File: src/sv/assert_macros.svh
// Assertion macros used by the reassembler top level.
`ifndef ASSERT_MACROS_SVH
`define ASSERT_MACROS_SVH

// Clocked check, muted while reset is high.
`define FR_ASSERT(lbl, clk, rst, prop, msg) \
   lbl: assert property (@(posedge clk) disable iff (rst) prop) else $error(msg);

// Clocked check that also holds during reset.
`define FR_ASSERT_ALWAYS(lbl, clk, prop, msg) \
   lbl: assert property (@(posedge clk) prop) else $error(msg);

`endif

File: src/sv/frag_reasm_pkg.sv
// Types and constants shared by the fragment reassembler modules.
`timescale 1ns / 1ps
package frag_reasm_pkg;

   localparam logic [7:0]  FRAG_MARK     = 8'hFF;
   localparam logic [15:0] TIMEOUT_RESET = 16'd500;
   localparam int          HEADER_LEN    = 3;

   typedef enum logic [1:0] {
      KIND_BYTE = 2'd0,
      KIND_TICK = 2'd1,
      KIND_READ = 2'd2,
      KIND_IDLE = 2'd3
   } kind_type;

   typedef enum logic [3:0] {
      ST_NONE     = 4'd0,
      ST_ACCEPT   = 4'd1,
      ST_COMPLETE = 4'd2,
      ST_SHORT    = 4'd3,
      ST_ORDER    = 4'd4,
      ST_COUNT    = 4'd5,
      ST_OVERFLOW = 4'd6,
      ST_TIMEOUT  = 4'd7,
      ST_NOTFRAG  = 4'd8,
      ST_READ     = 4'd9
   } status_type;

   typedef enum logic [1:0] {
      FAULT_NONE     = 2'd0,
      FAULT_NOTFRAG  = 2'd1,
      FAULT_OVERFLOW = 2'd2
   } fault_type;

   // Classified item as it travels from the front end to the back end.
   typedef struct packed {
      kind_type    kind;
      logic        is_mark;
      logic        first;
      logic        last;
      logic [7:0]  data_byte;
      logic [9:0]  read_address;
   } item_type;

endpackage

File: src/sv/frag_reasm_queue.sv
// Two-entry queue between the front end and the back end.
`timescale 1ns / 1ps
module frag_reasm_queue
   import frag_reasm_pkg::*;
(
   input  logic     clock,
   input  logic     reset,
   input  logic     push_valid,
   output logic     push_ready,
   input  item_type push_item,
   output logic     pop_valid,
   input  logic     pop_ready,
   output item_type pop_item
);

   item_type   slot_ff [2];
   logic       wr_ptr_ff, wr_ptr_in;
   logic       rd_ptr_ff, rd_ptr_in;
   logic [1:0] count_ff, count_in;
   logic       push, pop;

   assign push_ready = (count_ff != 2'd2);
   assign pop_valid  = (count_ff != 2'd0);
   assign push       = push_valid && push_ready;
   assign pop        = pop_valid && pop_ready;
   assign pop_item   = slot_ff[rd_ptr_ff];

   always_comb begin
      wr_ptr_in = push ? !wr_ptr_ff : wr_ptr_ff;
      rd_ptr_in = pop ? !rd_ptr_ff : rd_ptr_ff;
      count_in  = count_ff + {1'b0, push} - {1'b0, pop};
   end

   always_ff @(posedge clock) begin
      if (reset) begin
         wr_ptr_ff <= 1'b0;
         rd_ptr_ff <= 1'b0;
         count_ff  <= 2'd0;
      end else begin
         wr_ptr_ff <= wr_ptr_in;
         rd_ptr_ff <= rd_ptr_in;
         count_ff  <= count_in;
      end
      if (push) begin
         slot_ff[wr_ptr_ff] <= push_item;
      end
   end

endmodule

File: config.mk
export PLATFORM = sky130hd
export DESIGN_NAME = frag_reasm_queue
export DESIGN_NICKNAME = d
export VERILOG_FILES = /design/src/sv/assert_macros.svh /design/src/sv/frag_reasm_pkg.sv /design/src/sv/frag_reasm_queue.sv
export SDC_FILE = /design/constraint.sdc
export NUM_CORES = 1
export LEC_CHECK = 0
export BUFFER_PORTS_ARGS = -buffer_cell sky130_fd_sc_hd__buf_2
export CORE_MARGIN = 2
export CORE_UTILIZATION = 45
export CTS_CLUSTER_DIAMETER = 40
export DETAILED_ROUTE_END_ITERATION = 16
export GPL_ROUTABILITY_DRIVEN = 0
export GPL_TIMING_DRIVEN = 0
export PLACE_DENSITY_LB_ADDON = 0.3
export SLEW_MARGIN = 20
export SYNTH_ARGS = -nofsm -noshare
export SYNTH_HDL_FRONTEND = slang
export SYNTH_SLANG_ARGS = --single-unit
export TNS_END_PERCENT = 10
File: constraint.sdc
create_clock -name clock -period 2.22 [get_ports clock]
set_input_delay 0.111 -clock clock [delete_from_list [all_inputs] [get_ports clock]]
set_output_delay 0.111 -clock clock [all_outputs]
set_load 0.02 [all_outputs]
==> results of run 1 <==
## synthesized netlist by cell type (2+ instances only)
master / count / area [sq um]
and3_1: 2 / 12.5
buf_2: 2 / 10.0
mux2_2: 3 / 33.8
nor2_1: 4 / 15.0
nor2b_1: 2 / 12.5
edfxtp_1: 46 / 1380
mux2_1: 20 / 225
dfxtp_1: 5 / 100
## flip-flops by register name (all words and copies together), names as in the netlist, named ones only
signal / flops
rd_ptr_ff: 1
slot_ff: 46
count_ff: 2
wr_ptr_ff: 1
## per-stage QoR
| step | setup WS [ns] | total power [uW] | hold slack (ns) | util (%) | cells |
|---|---|---|---|---|---|
| finish | 0.315 | 2290 | 0.0161 | 60.8 | 225 |
| global placement | 0.349 | 1790 | 0.298 | 54.9 | 201 |
| global route | 0.195 | 2420 | 0.000389 | 60.8 | 225 |
| detailed placement | 0.301 | 1810 | 0.302 | 54.9 | 201 |
| CTS | 0.289 | 2310 | 0.000244 | 58.9 | 217 |
| floorplan | 0.481 | 1620 | 0.180 | - | 100 |
## final timing paths
kind         depth (start not counted)                       end  slack (ns)                    from
min reg2reg                          2                  register        0.52  rd_ptr_ff$_SDFFE_PP0P_
max                                  2   slot_ff[1][9]$_DFFE_PP_        0.31  count_ff[0]$_SDFF_PP0_
min                                  1  slot_ff[1][18]$_DFFE_PP_        0.02           push_item[18]
max reg2reg                          2   slot_ff[1][9]$_DFFE_PP_        0.31  count_ff[0]$_SDFF_PP0_
## logic make-up after synthesis
logic type,Yosys count,share of synthesized area [%]
buffers and inverters,3,0.720
AND/OR/NAND/NOR,15,4.78
AO/OA/AOI/OAI,6,2.29
multiplexers,23,13.6
flip-flops,51,77.5
adder cells (fa/ha/maj),1,0.655
XOR/XNOR,1,0.458
## layer usage
metal	up-vias	routed length [microns]	global-route usage [%]
met5	-	0	0
met4	0	27	3.27
met3	3	171	5.56
met2	31	1660	24.7
met1	520	1340	14.9
li1	533	-	-
## what timing repair did
item                                    CTS  global route
hold buffers                              8             8
endpoints found under the setup margin    0             0
hold endpoints to repair                 16            15
## power by group
part	internal [uW]	leakage, uW	switching [uW]
registers	1170	0.000472	43.9
logic	245	0.000442	346
clock network	224	0.0000395	266
## final cells by class
type	count	area (sq um)
well taps	50	62.6
repair buffers	67	415
fillers	316	1590
multi-input cells	46	415
inverters	1	3.75
flip-flops and latches	51	1480
clock buffers	8	80.1
plain buffers	2	10.0
==> impl_metrics.tcl, run 1 <==
set metrics [dict create \
    cp_data_required_time_ns 2.13 \
    maxSlewViolCount 0 \
    h-tree-depth 2 \
    slew_headroom_pct 29.0 \
    synth_area_sq_mm 0.00191 \
    coreArea_sq_mm 0.00406 \
    skew_ns 0.00411 \
    synth-main-ff-cell "edfxtp_1" \
    p_leak_uw 0.000953 \
    worstHoldPathType "input pin to register" \
    final_cell_mix "53 x buf_2, 46 x edfxtp_1, 20 x mux2_1" \
    synth_cell_types 24 \
    synthToLayoutAreaGrowth_pct 29.2 \
    synthCells 100 \
    cp.arrival_ns 1.82 \
    final.setup.tns_ns 0 \
    cts_tree "built" \
    status "finished clean" \
    cap_violations 0 \
    vdd.ir_drop.worst_v 0.000660 \
    cp_top_family "simple AND/OR/NAND/NOR gates" \
    grt_pass1_vias 1082 \
    synthArstFlopShare_pct 0 \
    synth_seq_cells 51 \
    detail_route.wl_per_cell_microns 14.2 \
    antenna_found_initial 0 \
    drive_above_1_share_pct 36.0 \
    drc 0 \
    hpwl_mm 2.15 \
    port_buffers 51 \
    critical_path_class "register to register" \
    dieWidth_microns 69.2 \
    synth_edf_count 46 \
    initial_core_util_pct 47.1 \
    layout_min_cycle_time_ns 1.91 \
    diodes 0 \
    cts_resized 0 \
    critical_path.max_stage_delay_ns 0.88 \
    routed_wl_mm 3.20 \
    end_kind "register" \
    vias 1087 \
    cts_max_path_buffers 2 \
    cts.sinks 51 \
    yosysWarnings 0 \
    pin_count 52 \
    syn_nets 128 \
    finalSetupViolCount 0 \
    final_cell_area_sq_mm 0.00247 \
    ys_seq_area_share_pct 77.5 \
    fin_crit_sh_pct 85.8 \
    overflow 0 \
    cts_buffers 5 \
    layout_commonest_cell "buf_2" \
    rsz0062_at_grt "false" \
    path_cells "nand2b_1, and3_1" \
    final_net_count 202 \
    slowest_stage "and3_1" \
    ant_nets 0 \
    die_area_sq_mm 0.00478 \
    crit_fanout 23 \
    fp.dieH_microns 69.2 \
    finalHoldViolCount 0 \
    drtIter0Drc 51 \
    clock-root-buffer "clkbuf_8" \
    via_per_inst 4.83 \
    cp-start-kind "register" \
    tightest_slew_ns 1.06 \
    dr.pass1.iters 4 \
    worstPathBufferInverterCount 0 \
    post_dp_cell_area_sq_mm 0.00223 \
    rows 23 \
    post_cts_buffers 0 \
    grt_max_degree 24 \
    avgSynthCellArea_sq_um 19.1 \
    fmax_ghz 0.525 \
    grt_pass1_wl_mm 4.95 \
    powerDensity_mw_per_mm2 929 \
    clk_pin_slew_worst_paths_ns 0.08 \
    clkLatencyLatePin_ns 0.29 \
    grt_usage_pct 13.7 \
]
(Power assumes the default switching activity.)
==> run 2: changes to the inputs <==
- PLACE_DENSITY: default -> 0.7
- PLACE_DENSITY_LB_ADDON: 0.3 -> default
==> run 2 against run 1 <==
Worst hold slack got worse by 0.0034 ns. Utilization rose by 0.22 points. Flip-flop and latch count did not move. Critical path depth rose by 1. Cell area rose by 0.35%. Power rose by 0.18%. Worst setup slack improved by 0.080 ns. Critical endpoint is now slot_ff[0][9]$_DFFE_PP_.
==> impl_metrics.tcl, run 2 (synthesis gave the netlist of run 1 again) <==
set metrics [dict create \
    rows 23 \
    critical_path_class "register to register" \
    layout_min_cycle_time_ns 1.82 \
    status "finished clean" \
    pin_count 52 \
    overflow 0 \
    largest_reg_flops 46 \
    layout_commonest_cell "buf_2" \
    finalHoldViolCount 0 \
    antenna_found_initial 0 \
    clkLatencyLatePin_ns 0.29 \
    cp_data_required_time_ns 2.13 \
    powerDensity_mw_per_mm2 927 \
    drc 0 \
    dieWidth_microns 69.2 \
    rsz0062_at_grt "false" \
    p_leak_uw 0.000959 \
    initial_core_util_pct 47.1 \
    largest_register "slot_ff" \
    post_cts_buffers 0 \
    final.setup.tns_ns 0 \
    via_per_inst 4.95 \
    fin_crit_sh_pct 82.2 \
    fp.dieH_microns 69.2 \
    tightest_slew_ns 0.947 \
    slew_headroom_pct 36.8 \
    num-fill-cells 326 \
    die_area_sq_mm 0.00478 \
    grt_pass1_wl_mm 5.27 \
    drive_above_1_share_pct 37.1 \
    drtIter0Drc 86 \
    maxSlewViolCount 0 \
    vdd.ir_drop.worst_v 0.000536 \
    layout_setup_ws_ns 0.395 \
    end_kind "register" \
    cap_violations 0 \
    h-tree-depth 2 \
    final_net_count 203 \
    dr.pass1.iters 2 \
    hpwl_mm 2.20 \
    clock-root-buffer "clkbuf_8" \
    routed_wl_mm 3.39 \
    coreArea_sq_mm 0.00406 \
    clk_pin_slew_worst_paths_ns 0.08 \
    grt_usage_pct 14.5 \
    final_cell_mix "53 x buf_2, 46 x edfxtp_1, 20 x mux2_1" \
    grt_pass1_vias 1132 \
    skew_ns 0.00918 \
    cp.arrival_ns 1.74 \
    cts_max_path_buffers 2 \
    fmax_ghz 0.548 \
    ant_nets 0 \
    crit_path_start "count_ff[0]$_SDFF_PP0_" \
    grt_max_degree 24 \
    synthToLayoutAreaGrowth_pct 29.7 \
    vias 1113 \
    finalSetupViolCount 0 \
    cts.sinks 51 \
    port_buffers 51 \
    crit_fanout 23 \
    diodes 0 \
    holdCritStartpoint "push_item[17]" \
    worstHoldPathType "input pin to register" \
    cts_buffers 5 \
    crit-reg2reg-launch "count_ff[0]$_SDFF_PP0_" \
    place_ws_ns 0.283 \
    cp-start-kind "register" \
    cts_tree "built" \
    detail_route.wl_per_cell_microns 15.0 \
    top_regs "slot_ff (46), count_ff (2)" \
]
[run 2: changes by cell type in the layout (fill, tap and decap cells not counted)]
cell	previous run	this run
dlygate4sd3_1	16	17
clkinv_1	0	1
clkbuf_1	3	0
and3_2	0	1
clkinv_2	0	1
and3_1	2	1
[run 2: path summary, 6_finish.rpt]
path | cells past startpoint | slack (ns) | end
min reg2reg | 2 | 0.51 | rd_ptr_ff$_SDFFE_PP0P_
max reg2reg | 3 | 0.40 | slot_ff[0][9]$_DFFE_PP_
max | 3 | 0.40 | slot_ff[0][9]$_DFFE_PP_
min | 1 | 0.01 | slot_ff[1][17]$_DFFE_PP_
[run 2: what timing repair did]
| action | CTS | global route |
|---|---|---|
| hold buffers | 9 | 8 |
| gates resized for setup | 0 | 0 |
| endpoints found under the setup margin | 0 | 0 |
| endpoints found under the hold margin | 16 | 16 |
[run 2: critical path, cell delays in order, from the launching register on]
cell      delay, ns
dfxtp_1        0.43
nand2b_1       0.20
nand3b_1       0.11
inv_1          0.70
[run 2: area by class of cell]
type,instances,area [sq um],share of cell area [%]
Tap cell,50,62.6,2.53
Timing Repair Buffer,68,425,17.2
Buffer,2,10.0,0.404
Clock inverter,2,8.76,0.354
Sequential cell,51,1480,59.8
Multi-Input combinational cell,46,417,16.8
Inverter,1,3.75,0.152
Clock buffer,5,68.8,2.78
[run 2: stage by stage]
stage	hold slack (ns)	util (%)	cell area, sq um	power, uW	cells
floorplan	0.180	-	1910	1620	100
global placement	0.300	54.9	2230	1790	201
detailed placement	0.303	54.9	2230	1820	201
CTS	0.000360	59.1	2400	2310	217
global route	0.00392	61.1	2480	2420	225
finish	0.0127	61.1	2480	2300	225
[run 2: power by group]
group | total [uW] | switching, uW | internal, uW | leakage [uW]
clock network | 480 | 270 | 210 | 0.0000414
logic | 604 | 356 | 248 | 0.000446
registers | 1210 | 45.3 | 1170 | 0.000472
total | 2300 | 672 | 1630 | 0.000959
[run 2: layer usage]
| metal | wire [microns] | up-vias | GRT usage (%) |
|---|---|---|---|
| met1 | 1390 | 540 | 16.3 |
| met5 | 0 | - | 0 |
| met3 | 170 | 5 | 4.97 |
| li1 | - | 536 | - |
| met4 | 45 | 0 | 4.58 |
| met2 | 1780 | 32 | 25.6 |
==> run 3: changes to the inputs <==
- PLACE_DENSITY: 0.7 -> 0.73
- clock period: 2.22 -> 1.5 ns (I/O delays scaled with it)
==> run 3 against run 2 <==
Non-clock buffer count is 8 higher. Sequential power is 50% higher. Worst setup slack worse by 0.36 ns. Clock skew is 0.0039 ns lower. Die area stayed put. Register-to-register slack worse by 0.36 ns. Clock power is 130% higher. Power is 68% higher. Critical endpoint is now slot_ff[0][5]$_DFFE_PP_. Largest power group unchanged.
==> impl_metrics.tcl, run 3 (synthesis gave the netlist of run 1 again) <==
set metrics [dict create \
    critical_path.max_stage_delay_ns 0.36 \
    maxSlewViolCount 0 \
    overflow 0 \
    initial_core_util_pct 47.1 \
    slowest_stage "dfxtp_2" \
    drive_above_1_share_pct 41.1 \
    pin_count 52 \
    slew_headroom_pct 69.1 \
    detail_route.wl_per_cell_microns 13.9 \
    clk_pin_slew_worst_paths_ns 0.09 \
    cts_tree "built" \
    largest_register "slot_ff" \
    cp_data_required_time_ns 1.47 \
    worstHoldPathType "input pin to register" \
    clock-root-buffer "clkbuf_8" \
    multi_input_area_sq_um 437 \
    num-fill-cells 285 \
    vias 1120 \
    p_leak_uw 0.00102 \
    fp.dieH_microns 69.2 \
    dr.pass1.iters 4 \
    clkLatencyLatePin_ns 0.29 \
    finalHoldViolCount 0 \
    cap_violations 0 \
    cts.sinks 51 \
    utilization_pct 66.0 \
    layout_min_cycle_time_ns 1.46 \
    cts_buffers 5 \
    powerDensity_mw_per_mm2 1440 \
    antenna_found_initial 0 \
    drtIter0Drc 53 \
    final_cell_area_sq_mm 0.00268 \
    cts_max_path_buffers 2 \
    routed_wl_mm 3.28 \
    final_net_count 212 \
    layout_commonest_cell "buf_2" \
    diodes 0 \
    seqCellArea_sq_mm 0.00149 \
    port_buffers 51 \
    fin_crit_sh_pct 97.4 \
    ant_nets 0 \
    largest_reg_flops 46 \
    rows 23 \
    grt_max_degree 24 \
    cp-start-kind "register" \
    final_cell_mix "51 x buf_2, 46 x edfxtp_1, 24 x dlygate4sd3_1" \
    grt_usage_pct 14.7 \
    tightest_slew_ns 0.457 \
    h-tree-depth 2 \
    top_regs "slot_ff (46), count_ff (2)" \
    crit_fanout 11 \
    synthToLayoutAreaGrowth_pct 40.2 \
    final.setup.tns_ns 0 \
    via_per_inst 4.77 \
    status "finished clean" \
    path_cells "nand2b_2, nand3b_1, clkinvlp_4" \
    cp.arrival_ns 1.44 \
    post_dp_cell_area_sq_mm 0.00224 \
    vdd.ir_drop.worst_v 0.00106 \
    finalSetupViolCount 0 \
    hpwl_mm 2.06 \
    grt_pass1_wl_mm 5.46 \
    drc 0 \
    coreArea_sq_mm 0.00406 \
    critical_path_class "register to register" \
    grt_pass1_vias 1212 \
    dieWidth_microns 69.2 \
    die_area_sq_mm 0.00478 \
    end_kind "register" \
    fmax_ghz 0.684 \
    skew_ns 0.00526 \
    rsz0062_at_grt "true" \
]
==> run 3: repair_timing <==
item                       in CTS  in global routing
setup endpoints to repair      67                 62
hold buffers                   24                  0
resized for setup               8                  6
setup buffers                   0                  1
cloned                          0                  1
hold endpoints to repair       49                  0
==> run 3: final timing paths <==
path	start	end	slack [ns]	cells after the start
max	count_ff[0]$_SDFF_PP0_	slot_ff[0][5]$_DFFE_PP_	0.04	3
min	push_valid	wr_ptr_ff$_SDFFE_PP0P_	0.17	3
max reg2reg	count_ff[0]$_SDFF_PP0_	slot_ff[0][5]$_DFFE_PP_	0.04	3
min reg2reg	rd_ptr_ff$_SDFFE_PP0P_	rd_ptr_ff$_SDFFE_PP0P_	0.51	2
==> run 3: power by group <==
| group | internal (uW) | switching, uW | total [uW] |
|---|---|---|---|
| clock | 664 | 415 | 1080 |
| sequential | 1740 | 70.5 | 1810 |
| combinational | 431 | 533 | 964 |
==> run 3: final cells by class <==
class,count,share of cell area [%]
Buffer,2,0.841
Clock buffer,5,2.57
Clock inverter,3,2.52
Inverter,1,0.280
Multi-Input combinational cell,46,16.3
Sequential cell,51,55.6
Tap cell,50,2.34
Timing Repair Buffer,76,19.2
Timing Repair inverter,1,0.280
==> run 3: routing by layer <==
layer  vias to the layer above  wire, microns  share of wire [%]  track usage (%)
li1                        554              -                  -                -
met3                         2            138                4.2             3.95
met4                         0             14               0.43             4.58
met5                         -              0                  0                0
met2                        29           1750                 53             26.3
met1                       535           1380                 42             17.2
==> run 3: metrics by stage <==
step	hold WS [ns]	setup WS (ns)	power, uW	instances
floorplan	0.144	0.0325	2410	100
global placement	0.263	-0.0807	2660	201
detailed placement	0.266	-0.141	2690	201
CTS	0.146	-0.137	3850	233
global route	0.160	-0.0352	4040	235
finish	0.168	0.0390	3850	235
==> run 3: critical path: cells and delay by family (launching register included) <==
kind | cells | cell delay (ns)
buffers and inverters | 1 | 0.33
DFF | 1 | 0.36
and+or+nand+nor | 2 | 0.45
