<file path="config.mk">
export PLATFORM = sky130hd
export DESIGN_NAME = frag_reasm_front
export DESIGN_NICKNAME = d
export VERILOG_FILES = /design/src/sv/assert_macros.svh /design/src/sv/frag_reasm_pkg.sv /design/src/sv/frag_reasm_front.sv
export SDC_FILE = /design/constraint.sdc
export NUM_CORES = 1
export LEC_CHECK = 0
export ABC_AREA = 1
export BUFFER_PORTS_ARGS = -buffer_cell sky130_fd_sc_hd__buf_2
export CAP_MARGIN = 30
export CELL_PAD_IN_SITES_DETAIL_PLACEMENT = 0
export CELL_PAD_IN_SITES_GLOBAL_PLACEMENT = 1
export CORE_MARGIN = 5
export CORE_UTILIZATION = 26
export CTS_BUF_LIST = sky130_fd_sc_hd__clkbuf_8 sky130_fd_sc_hd__clkbuf_16
export DETAILED_ROUTE_END_ITERATION = 16
export PLACE_DENSITY = 0.76
export SETUP_SLACK_MARGIN = 0.2
export SLEW_MARGIN = 40
export SYNTH_ARGS = -nofsm -noshare
export SYNTH_HDL_FRONTEND = slang
export SYNTH_SLANG_ARGS = --single-unit
</file>
<file path="constraint.sdc">
create_clock -name clock -period 1.94 [get_ports clock]
set_input_delay 0.388 -clock clock [delete_from_list [all_inputs] [get_ports clock]]
set_output_delay 0.388 -clock clock [all_outputs]
set_load 0.02 [all_outputs]
</file>
<file path="src/sv/assert_macros.svh">
// Assertion macros used by the reassembler top level.
`ifndef ASSERT_MACROS_SVH
`define ASSERT_MACROS_SVH

// Clocked check, muted while reset is high.
`define FR_ASSERT(lbl, clk, rst, prop, msg) \
   lbl: assert property (@(posedge clk) disable iff (rst) prop) else $error(msg);

// Clocked check that also holds during reset.
`define FR_ASSERT_ALWAYS(lbl, clk, prop, msg) \
   lbl: assert property (@(posedge clk) prop) else $error(msg);

`endif

</file>
<file path="src/sv/frag_reasm_pkg.sv">
// Types and constants shared by the fragment reassembler modules.
`timescale 1ns / 1ps
package frag_reasm_pkg;

   localparam logic [7:0]  FRAG_MARK     = 8'hFF;
   localparam logic [15:0] TIMEOUT_RESET = 16'd500;
   localparam int          HEADER_LEN    = 3;

   typedef enum logic [1:0] {
      KIND_BYTE = 2'd0,
      KIND_TICK = 2'd1,
      KIND_READ = 2'd2,
      KIND_IDLE = 2'd3
   } kind_type;

   typedef enum logic [3:0] {
      ST_NONE     = 4'd0,
      ST_ACCEPT   = 4'd1,
      ST_COMPLETE = 4'd2,
      ST_SHORT    = 4'd3,
      ST_ORDER    = 4'd4,
      ST_COUNT    = 4'd5,
      ST_OVERFLOW = 4'd6,
      ST_TIMEOUT  = 4'd7,
      ST_NOTFRAG  = 4'd8,
      ST_READ     = 4'd9
   } status_type;

   typedef enum logic [1:0] {
      FAULT_NONE     = 2'd0,
      FAULT_NOTFRAG  = 2'd1,
      FAULT_OVERFLOW = 2'd2
   } fault_type;

   // Classified item as it travels from the front end to the back end.
   typedef struct packed {
      kind_type    kind;
      logic        is_mark;
      logic        first;
      logic        last;
      logic [7:0]  data_byte;
      logic [9:0]  read_address;
   } item_type;

endpackage

</file>
<file path="src/sv/frag_reasm_front.sv">
// Front end: accepts request transfers and classifies them into items.
`timescale 1ns / 1ps
module frag_reasm_front
   import frag_reasm_pkg::*;
(
   input  logic        clock,
   input  logic        reset,
   input  logic        req_tvalid,
   output logic        req_tready,
   input  logic [23:0] req_tdata,   // data_byte[7:0], read_address[17:8], zero pad
   input  logic [2:0]  req_tuser,   // mode[1:0], first_byte[2]
   input  logic        req_tlast,
   output logic        item_valid,
   output item_type    item,
   input  logic        item_ready
);

   logic     valid_ff, valid_in;
   item_type item_ff, item_in;
   logic     take;

   assign req_tready = !valid_ff || item_ready;
   assign take       = req_tvalid && req_tready;

   always_comb begin
      item_in              = item_ff;
      item_in.data_byte    = req_tdata[7:0];
      item_in.read_address = req_tdata[17:8];
      item_in.first        = req_tuser[2];
      item_in.last         = req_tlast;
      item_in.is_mark      = (req_tdata[7:0] == FRAG_MARK);
      unique case (req_tuser[1:0])
         2'd0: item_in.kind = KIND_BYTE;
         2'd1: item_in.kind = KIND_TICK;
         2'd2: item_in.kind = KIND_READ;
         default: item_in.kind = KIND_IDLE;
      endcase
   end

   always_comb begin
      if (take) begin
         valid_in = 1'b1;
      end else if (item_ready) begin
         valid_in = 1'b0;
      end else begin
         valid_in = valid_ff;
      end
   end

   always_ff @(posedge clock) begin
      if (reset) begin
         valid_ff <= 1'b0;
      end else begin
         valid_ff <= valid_in;
      end
      if (take) begin
         item_ff <= item_in;
      end
   end

   assign item_valid = valid_ff;
   assign item       = item_ff;

endmodule

</file>
==> results by group, run 1 <==
Route
  – Count of TritonRoute iterations in the first routing pass: 4
  – DRC violation count after routing: 0
  – Initial drt markers: 9
  – Avg WL per Cell: roughly 13 microns
  – Sum of routed wire length over all layers: between 1.5 and 2 mm
  – Number of vias in the routed layout: 505
  – Antenna-violating nets left: 0
  – Vias per cell: approximately 4

Floorplanning
  – Die W: 65.0 microns
  – IO Pins: 57
  – Vertical die dimension: around 65 microns
  – Placeable core region: just under 0.003 sq mm
  – Starting utilization of the core area: approximately a quarter
  – Row count: 20
  – Die footprint: 0.00423 sq mm

Final layout
  – Final Instance Count excl. Fillers: 128
  – Area growth from synthesis to final layout: 43.2%
  – Ratio of cells with drive above 1 in the final layout: 60.0%
  – Number of nets in the final layout: 128
  – Post-route cell area: 0.00113 sq mm
  – Utilization after layout: 37.9%
  – Total inserted antenna cells: 0

CTS
  – TritonCTS clock tree: yes
  – Library cell used as clock root buffer: sky130_fd_sc_hd__clkbuf_8
  – Worst-case clock buffer depth: 2
  – Count of cells resized by post-cts repair: 0
  – CTS H-tree depth: 1
  – Worst skew pair latency: between 200 and 300 ps
  – Number of buffers inserted for hold repair after clock tree synthesis: 0
  – Total number of clock tree sinks: 24
  – Total CTS buffers: 3
  – Setup fix buffers added after clock tree synthesis: 0
  – Clock input transition at the sequential cells of the worst setup and hold paths: 80 ps

Power
  – Highest ir drop seen on vdd: 211 uV
  – Leak: 0.000517 uW
  – PwrDens: 897 mW/mm^2

STA
  – Summed negative setup slack over all endpoints: 0 ps
  – Final setup violation count: 0
  – Max-slew violation total from the final report: 0
  – Worst setup skew after layout: 1.44 ps
  – Ratio of final minimum period to clock period: between 60% and 70%
  – Maximum frequency from static timing analysis: 784 MHz
  – Hold violation total from the final report: 0
  – RSZ-0062 raised after global routing: no
  – Worst slew margin relative to its limit: 80.3%
  – Transition at the pin with the smallest max-transition slack: 295 ps
  – Post-layout minimum cycle time: between 1000 and 1500 ps

Placed design
  – Final HPWL DP: 1.31 mm
  – I/O Buffers: 50
  – Total placed instance area: 0.00108 sq mm
  – Cells after DPL: 124
  – Final weighted congestion of routability-driven global placement: 0.638

GRT
  – Via count of the first global-routing pass: 540
  – Maximum number of pins on one net before global-route repair: 24
  – Initial antenna violation count: 0
  – Global routing usage summed across all routing layers: 8.36%
  – Global-route congestion overflow total: 0
  – Global-route wire length before repair: roughly 2.5 mm

Critical path
  – Register-to-register setup slack: slightly above 800 ps
  – Critical path capture point type: output pin
  – Worst reg2reg path depth: 2
  – R2R Path End: item[8]
  – Worst-path fanout max: 3
  – Nature of the critical path startpoint: register
  – Critical register-to-register path startpoint: item_valid
  – Required time of the worst setup path: 1550 ps
  – Critical path data arrival time: 890 ps
  – Worst setup path class: reg2out

Flow run
  – Reported max-cap violation count: 0

Status
  – Run status: finished, final reports clean

Yosys
  – Synth warnings: 0
  – Post-synth cell types: 9
  – Synthesized instance count: 42
  – Synth Area per Inst: 18.7 sq um
  – Synthesis-stage register bit count: 24
  – Sequential cell area fraction in the yosys report: 90.3%
  – Top cell type's share of synthesized area: 87.8%
  – Dominant cells by area after synthesis: sky130_fd_sc_hd__edfxtp_1 88%, sky130_fd_sc_hd__inv_1 2.9%, sky130_fd_sc_hd__nand2_1 2.9%, sky130_fd_sc_hd__dfxtp_1 2.5%, sky130_fd_sc_hd__a21oi_2 1.1%
  – Cell Area, Synth: 787 sq um
  – Cell accounting for the most synthesized area: sky130_fd_sc_hd__edfxtp_1
  – Post-synth net total: 74

Hold path
  – Class of the worst hold path: in2reg
  – Sink of the worst hold path: item_valid
  – Hold Crit Depth: 2
  – Worst hold path startpoint: reset
-- how the worst max path moves through the flow --
stage,from,endpoint,slack (ps),cells past startpoint
after global routing,item_valid,req_tready,620,2
after CTS,item_valid,req_tready,650,2
after detailed placement,item_ready,item[4],650,4
final,item_valid,req_tready,660,2
after global placement,item_ready,item[18],700,4
after floorplan,item_ready,item[0],390,2
-- sequential cells by signal, indices dropped and copies added (netlist names) --
name and flops:
item_valid 1, item 23
-- critical path, stage by stage, from the launching register on --
cell and delay (ps):
sky130_fd_sc_hd__dfxtp_1 380, sky130_fd_sc_hd__nand2_2 80, sky130_fd_sc_hd__buf_2 160
-- synth_stat cells --
cell / instances
sky130_fd_sc_hd__nand2_1: 6
sky130_fd_sc_hd__inv_1: 6
sky130_fd_sc_hd__nor2_1: 1
sky130_fd_sc_hd__edfxtp_1: 23
sky130_fd_sc_hd__a21oi_2: 1
sky130_fd_sc_hd__nand2_2: 1
sky130_fd_sc_hd__dfxtp_1: 1
sky130_fd_sc_hd__clkbuf_1: 2
sky130_fd_sc_hd__a21oi_1: 1
-- cell usage in the layout (no fill, tap or decap) --
cell type                  synthesis  final
sky130_fd_sc_hd__buf_2             0     50
sky130_fd_sc_hd__nand2_1           6      6
sky130_fd_sc_hd__dfxtp_1           1      1
sky130_fd_sc_hd__edfxtp_1         23     23
sky130_fd_sc_hd__inv_1             6      7
sky130_fd_sc_hd__nand2_2           1      1
sky130_fd_sc_hd__clkbuf_8          0      3
sky130_fd_sc_hd__nor2_1            1      1
sky130_fd_sc_hd__buf_4             0      1
sky130_fd_sc_hd__a21oi_2           1      2
-- where the power goes --
| part | internal [uW] | switching, uW | total, uW |
|---|---|---|---|
| Sequential | 602 | 6.99 | 609 |
| Combinational | 42.3 | 74.3 | 117 |
| Clock | 141 | 145 | 286 |
-- final cells by class --
type	instances	area, sq um
Multi-Input combinational cell	10	50.0
Clock inverter	1	3.75
Fill cell	300	1850
Timing Repair Buffer	51	258
Sequential cell	24	711
Clock buffer	3	41.3
Tap cell	33	41.3
Inverter	6	22.5
-- cell families after synthesis --
group           share of synthesized area, %
flops                                   90.3
compound gates                          1.75
buf+inv                                 3.82
simple gates                            4.13
-- metal layers --
| metal | vias up | global-route usage [%] | part of all wire (%) |
|---|---|---|---|
| met2 | 24 | 15.2 | 54 |
| met1 | 228 | 7.58 | 34 |
| met5 | - | 0 | 0 |
| met4 | 0 | 5.44 | 2.4 |
| met3 | 5 | 3.29 | 9.4 |
| li1 | 248 | - | - |
-- per-stage QoR --
| step | hold slack, ps | total power, uW | worst slack [ps] |
|---|---|---|---|
| floorplan | 450 | 681 | 394 |
| global placement | 482 | 736 | 700 |
| detailed placement | 500 | 741 | 652 |
| CTS | 267 | 1030 | 655 |
| global route | 264 | 1060 | 616 |
| finish | 276 | 1010 | 664 |
(Power assumes the default switching activity.)
==> run 2, diff against run 1 <==
==> constraint.sdc (replaced) <==
create_clock -name clock -period 1.1 [get_ports clock]
set_input_delay 0.22 -clock clock [delete_from_list [all_inputs] [get_ports clock]]
set_output_delay 0.22 -clock clock [all_outputs]
set_load 0.02 [all_outputs]
==> results by group, run 2 (synthesis results as in run 1) <==
CTS
  – Total number of clock tree sinks: 24 (unchanged)
  – TritonCTS clock tree: yes (unchanged)
  – Worst-case clock buffer depth: 2 (unchanged)
  – Worst skew pair latency: 260 ps (about the same)
  – CTS H-tree depth: 1 (unchanged)
  – Total CTS buffers: 3 (unchanged)
  – Library cell used as clock root buffer: sky130_fd_sc_hd__clkbuf_8 (unchanged)
  – Clock input transition at the sequential cells of the worst setup and hold paths: 80 ps (about the same)

Route
  – Vias per cell: 3.91 (was 3.95)
  – DRC violation count after routing: 0 (unchanged)
  – Total met3 wirelength after detailed routing: 165 microns (was 153 microns)
  – Routed metal-1 wire length: 553 microns (was 555 microns)
  – Initial drt markers: 16 (was 9)
  – Antenna-violating nets left: 0 (unchanged)
  – Count of TritonRoute iterations in the first routing pass: 4 (unchanged)
  – Avg WL per Cell: 12.0 microns (was 12.8 microns)
  – Number of vias in the routed layout: 505 (unchanged)
  – Met2 wirelength from detailed routing: 825 microns (was 887 microns)
  – Uppermost signal routing layer after detailed routing: met4 (unchanged)
  – Sum of routed wire length over all layers: 1.55 mm (was 1.64 mm)

GRT
  – Via count of the first global-routing pass: 540 (unchanged)
  – Initial antenna violation count: 0 (unchanged)
  – Global-route congestion overflow total: 0 (unchanged)
  – Maximum number of pins on one net before global-route repair: 24 (unchanged)
  – Global-route wire length before repair: 2.33 mm (was 2.53 mm)
  – Global routing usage summed across all routing layers: 7.40% (was 8.36%)

Critical path
  – Critical path capture point type: output pin (unchanged)
  – Worst reg2reg path depth: 2 (unchanged)
  – Worst-path fanout max: 3 (unchanged)
  – Worst setup path class: reg2out (unchanged)
  – R2R Path End: item[15] (was item[8])
  – Critical path data arrival time: 820 ps (was 890 ps)
  – Required time of the worst setup path: 880 ps (was 1550 ps)
  – Nature of the critical path startpoint: register (unchanged)
  – Register-to-register setup slack: 110 ps (was 830 ps)
  – Critical register-to-register path startpoint: item_valid (unchanged)

Placed design
  – I/O Buffers: 50 (unchanged)
  – Cells after DPL: 124 (unchanged)
  – Final weighted congestion of routability-driven global placement: 0.644 (was 0.638)
  – Final HPWL DP: 1.25 mm (was 1.31 mm)
  – Total placed instance area: 0.00111 sq mm (was 0.00108 sq mm)

STA
  – Transition at the pin with the smallest max-transition slack: 185 ps (was 295 ps)
  – Post-layout minimum cycle time: 1040 ps
  – Max-slew violation total from the final report: 0 (unchanged)
  – Maximum frequency from static timing analysis: 962 MHz
  – Worst slew margin relative to its limit: 87.7% (was 80.3%)
  – Summed negative setup slack over all endpoints: 0 ps (unchanged)
  – Hold violation total from the final report: 0 (unchanged)
  – Worst setup skew after layout: 2.21 ps (was 1.44 ps)
  – Final setup violation count: 0 (unchanged)
  – RSZ-0062 raised after global routing: yes (was no)
  – Ratio of final minimum period to clock period: 94.5%

Hold path
  – Worst hold path startpoint: reset (unchanged)
  – Sink of the worst hold path: item_valid (unchanged)
  – Hold Crit Depth: 2 (unchanged)
  – Class of the worst hold path: in2reg (unchanged)

Floorplanning
  – Starting utilization of the core area: 26.4% (unchanged)
  – Placeable core region: 0.00298 sq mm (unchanged)
  – Vertical die dimension: 65.0 microns (unchanged)
  – Row count: 20 (unchanged)
  – IO Pins: 57 (unchanged)
  – Die W: 65.0 microns (unchanged)
  – Die footprint: 0.00423 sq mm (unchanged)

Final layout
  – Final Instance Count excl. Fillers: 129 (was 128)
  – Area used by multi-input combinational logic: 62.6 sq um (was 50.0 sq um)
  – Combined flip-flop and latch cell area: 714 sq um (was 711 sq um)
  – Area growth from synthesis to final layout: 57.4% (was 43.2%)
  – Fillers: 290 (was 300)
  – Post-route cell area: 0.00124 sq mm (was 0.00113 sq mm)
  – Total inserted antenna cells: 0 (unchanged)
  – Most used cells in the layout excluding fill and tap cells: 38 x sky130_fd_sc_hd__buf_2, 23 x sky130_fd_sc_hd__edfxtp_1, 12 x sky130_fd_sc_hd__buf_6 (was 50 x sky130_fd_sc_hd__buf_2, 23 x sky130_fd_sc_hd__edfxtp_1, 7 x sky130_fd_sc_hd__inv_1)
  – Ratio of cells with drive above 1 in the final layout: 61.5% (was 60.0%)
  – Number of flip-flops in the largest register: 23 (unchanged)
  – Number of nets in the final layout: 129 (was 128)
  – Most common cell after layout, fill and taps aside: sky130_fd_sc_hd__buf_2 (unchanged)

Power
  – Clock share of power: 27.4% (was 28.3%)
  – Switching power: 404 uW (was 226 uW)
  – Internal Dissipation: 1420 uW (was 786 uW)
  – Leak: 0.000557 uW (was 0.000517 uW)
  – Highest ir drop seen on vdd: 417 uV (was 211 uV)
  – Comb pwr share: 13.4% (was 11.5%)
  – Switching power as a share of total power: 22.1% (was 22.3%)
  – Sequential Power Share: 59.2% (was 60.2%)
  – PwrDens: 1470 mW/mm^2 (was 897 mW/mm^2)

Flow run
  – Reported max-cap violation count: 0 (unchanged)

Status
  – Run status: finished, final reports clean (unchanged)
[run 2: worst max-delay path by stage]
| stage | slack (ps) | from | end | cells past startpoint |
|---|---|---|---|---|
| after floorplan | -100 | item_valid | item[0] | 1 |
| after global placement | 80 | item_ready | item[0] | 4 |
| after detailed placement | 60 | item_ready | item[6] | 4 |
| after CTS | 60 | item_valid | req_tready | 2 |
| after global routing | 30 | item_valid | req_tready | 2 |
| final | 60 | item_valid | req_tready | 2 |
[run 2: repair_timing]
item	CTS	global route
gates cloned	0	0
gates resized for setup	11	14
setup endpoints to repair	48	48
hold buffers	0	0
pin swaps	1	0
buffers inserted	1	0
[run 2: power groups by stage]
stage          Combinational (uW)  Sequential (uW)  Clock (uW)
5_1_grt                       259             1090         552
2_1_floorplan                36.6             1170           0
6_report                      246             1080         500
3_3_place_gp                  214             1090           0
3_5_place_dp                  217             1100           0
4_1_cts                       232             1080         520
[run 2: worst max-delay path, stage by stage (launching register included)]
cell and delay (ps):
sky130_fd_sc_hd__dfxtp_4 380, sky130_fd_sc_hd__nand2_4 50, sky130_fd_sc_hd__buf_6 130
[run 2: layout make-up]
class | instances | share of cell area, %
Inverter | 6 | 1.82
Multi-Input combinational cell | 10 | 5.05
Tap cell | 33 | 3.33
Timing Repair Buffer | 52 | 28.5
Clock inverter | 1 | 0.303
Sequential cell | 24 | 57.7
Clock buffer | 3 | 3.33
[run 2: per-stage QoR]
step | setup slack (ps) | hold slack [ps] | util [%] | total power [uW]
after CTS | 62.0 | 101 | 40.1 | 1830
final | 60.9 | 102 | 41.6 | 1830
after global routing | 25.1 | 92.1 | 41.6 | 1900
after detailed placement | 62.3 | 380 | 37.1 | 1310
after floorplan | -99.6 | 273 | - | 1200
after global placement | 83.1 | 370 | 37.1 | 1310
[run 2: metal layers]
metal	vias to the layer above	global-route usage, %
met5	-	0
met4	0	3.11
met3	2	3.47
met2	25	14.0
met1	227	6.59
li1	251	-
==> run 3, diff against run 2 <==
==> constraint.sdc (replaced) <==
create_clock -name clock -period 0.9 [get_ports clock]
set_input_delay 0.18 -clock clock [delete_from_list [all_inputs] [get_ports clock]]
set_output_delay 0.18 -clock clock [all_outputs]
set_load 0.02 [all_outputs]
==> results by group, run 3 (synthesis results as in run 1) <==
Final layout
  – Most common cell after layout, fill and taps aside: sky130_fd_sc_hd__buf_2 (unchanged)
  – Area used by multi-input combinational logic: 62.6 sq um (unchanged)
  – Total inserted antenna cells: 0 (unchanged)
  – Ratio of cells with drive above 1 in the final layout: 64.0% (was 61.5%)
  – Area growth from synthesis to final layout: 68.7% (was 57.4%)
  – Combined flip-flop and latch cell area: 714 sq um (unchanged)
  – Fillers: 280 (was 290)
  – Number of flip-flops in the largest register: 23 (unchanged)
  – Most used cells in the layout excluding fill and tap cells: 34 x sky130_fd_sc_hd__buf_2, 23 x sky130_fd_sc_hd__edfxtp_1, 18 x sky130_fd_sc_hd__buf_6 (was 38 x sky130_fd_sc_hd__buf_2, 23 x sky130_fd_sc_hd__edfxtp_1, 12 x sky130_fd_sc_hd__buf_6)
  – Number of nets in the final layout: 133 (was 129)

Route
  – Avg WL per Cell: 11.8 microns (was 12.0 microns)
  – Initial drt markers: 29 (was 16)
  – Number of vias in the routed layout: 527 (was 505)
  – Antenna-violating nets left: 0 (unchanged)
  – Count of TritonRoute iterations in the first routing pass: 4 (unchanged)
  – DRC violation count after routing: 0 (unchanged)
  – Sum of routed wire length over all layers: 1.57 mm (was 1.55 mm)
  – Vias per cell: 3.96 (was 3.91)

STA
  – Hold slack final: 59.3 ps (was 102 ps)
  – Hold violation total from the final report: 0 (unchanged)
  – Smallest setup slack after layout: -178 ps (was 60.9 ps)
  – Maximum frequency from static timing analysis: between 900 and 1000 MHz
  – Post-layout minimum cycle time: roughly 1100 ps
  – Worst setup skew after layout: 5.37 ps (was 2.21 ps)
  – Ratio of final minimum period to clock period: 120%
  – Final setup violation count: 48 (was 0)
  – Worst slew margin relative to its limit: 91.0% (was 87.7%)
  – Max-slew violation total from the final report: 0 (unchanged)
  – RSZ-0062 raised after global routing: yes (unchanged)
  – Transition at the pin with the smallest max-transition slack: 134 ps (was 185 ps)

Critical path
  – Worst setup path class: reg2reg (was reg2out)
  – Critical path data arrival time: 1050 ps (was 820 ps)
  – Worst-path fanout max: 23 (was 3)
  – Critical path capture point type: register (was output pin)
  – Critical register-to-register path startpoint: item_valid (unchanged)
  – Worst reg2reg path depth: 3 (was 2)
  – Nature of the critical path startpoint: register (unchanged)
  – Register-to-register setup slack: -180 ps (was 110 ps)
  – Required time of the worst setup path: 870 ps (was 880 ps)
  – Startpoint of the worst setup timing path: item_valid (unchanged)

GRT
  – Maximum number of pins on one net before global-route repair: 24 (unchanged)
  – Initial antenna violation count: 0 (unchanged)
  – Via count of the first global-routing pass: 523 (was 540)
  – Global-route congestion overflow total: 0 (unchanged)
  – Global-route wire length before repair: 2.33 mm (unchanged)
  – Global routing usage summed across all routing layers: 7.67% (was 7.40%)

Power
  – Total design power: 2570 uW (was 1830 uW)
  – PwrDens: 1940 mW/mm^2 (was 1470 mW/mm^2)
  – Leak: 0.000599 uW (was 0.000557 uW)
  – Highest ir drop seen on vdd: 595 uV (was 417 uV)

Status
  – Run status: finished with violations (was finished, final reports clean)
  – Failing checks: setup timing

CTS
  – Worst-case clock buffer depth: 2 (unchanged)
  – Number of buffers inserted for hold repair after clock tree synthesis: 0 (unchanged)
  – Worst skew pair latency: 260 ps (about the same)
  – Total number of clock tree sinks: 24 (unchanged)
  – Library cell used as clock root buffer: sky130_fd_sc_hd__clkbuf_8 (unchanged)
  – Total CTS buffers: 3 (unchanged)
  – TritonCTS clock tree: yes (unchanged)
  – Clock input transition at the sequential cells of the worst setup and hold paths: 80 ps (about the same)
  – CTS H-tree depth: 1 (unchanged)

Floorplanning
  – Starting utilization of the core area: 26.4% (unchanged)
  – Vertical die dimension: 65.0 microns (unchanged)
  – Die footprint: 0.00423 sq mm (unchanged)
  – IO Pins: 57 (unchanged)
  – Row count: 20 (unchanged)
  – Placeable core region: 0.00298 sq mm (unchanged)
  – Die W: 65.0 microns (unchanged)

Placed design
  – Final weighted congestion of routability-driven global placement: 0.641 (was 0.644)
  – I/O Buffers: 50 (unchanged)

Hold path
  – Class of the worst hold path: in2reg (unchanged)
  – Worst hold path startpoint: reset (unchanged)
  – Hold Crit Depth: 2 (unchanged)

Flow run
  – Reported max-cap violation count: 0 (unchanged)
[run 3: changes by cell type in the layout (fill, tap and decap cells not counted)]
cell                        change
sky130_fd_sc_hd__buf_2          -4
sky130_fd_sc_hd__bufinv_16      +1
sky130_fd_sc_hd__buf_6          +6
sky130_fd_sc_hd__buf_4          +2
sky130_fd_sc_hd__clkinv_1       -1
[run 3: repair_timing]
item	CTS	global route
setup endpoints to repair	49	48
resized for setup	15	20
buffers inserted	1	1
endpoints found under the hold margin	0	0
pin swaps	1	2
[run 3: metal layers]
layer	vias up	track usage, %	wire, microns
met5	-	0	0
met4	0	3.89	20
met3	4	3.81	153
met2	27	13.4	831
met1	237	7.39	567
li1	259	-	-
[run 3: worst max-delay path: stages (launching register included)]
cell and delay (ps):
sky130_fd_sc_hd__dfxtp_4 350, sky130_fd_sc_hd__buf_6 110, sky130_fd_sc_hd__a21oi_4 140, sky130_fd_sc_hd__buf_12 180
[run 3: power by group]
| part | internal (uW) | switching (uW) |
|---|---|---|
| Sequential | 1300 | 22.3 |
| Clock | 594 | 321 |
| Combinational | 165 | 171 |
| Total | 2060 | 514 |
[run 3: final timing paths]
kind	end
setup / recovery	item[12]
hold / removal	item_valid
setup reg to reg	item[12]
hold reg to reg	item_valid
[run 3: layout make-up]
class / instances / area share (%)
Clock buffer: 3 / 3.11
Tap cell: 33 / 3.11
Timing Repair Buffer: 56 / 31.3
Inverter: 6 / 1.70
Multi-Input combinational cell: 10 / 4.71
Sequential cell: 24 / 53.8
Clock inverter: 1 / 2.26
[run 3: stage by stage]
step / setup TNS [ps] / setup WS [ps] / area [sq um] / cells / utilization, %
CTS: -6200 / -187 / 1260 / 132 / 42.2
global route: -7670 / -220 / 1330 / 133 / 44.6
detailed placement: -2060 / -90.2 / 1130 / 127 / 37.9
finish: -5780 / -178 / 1330 / 133 / 44.6
floorplan: -6890 / -300 / 802 / 42 / -
global placement: -1490 / -65.5 / 1130 / 127 / 37.9
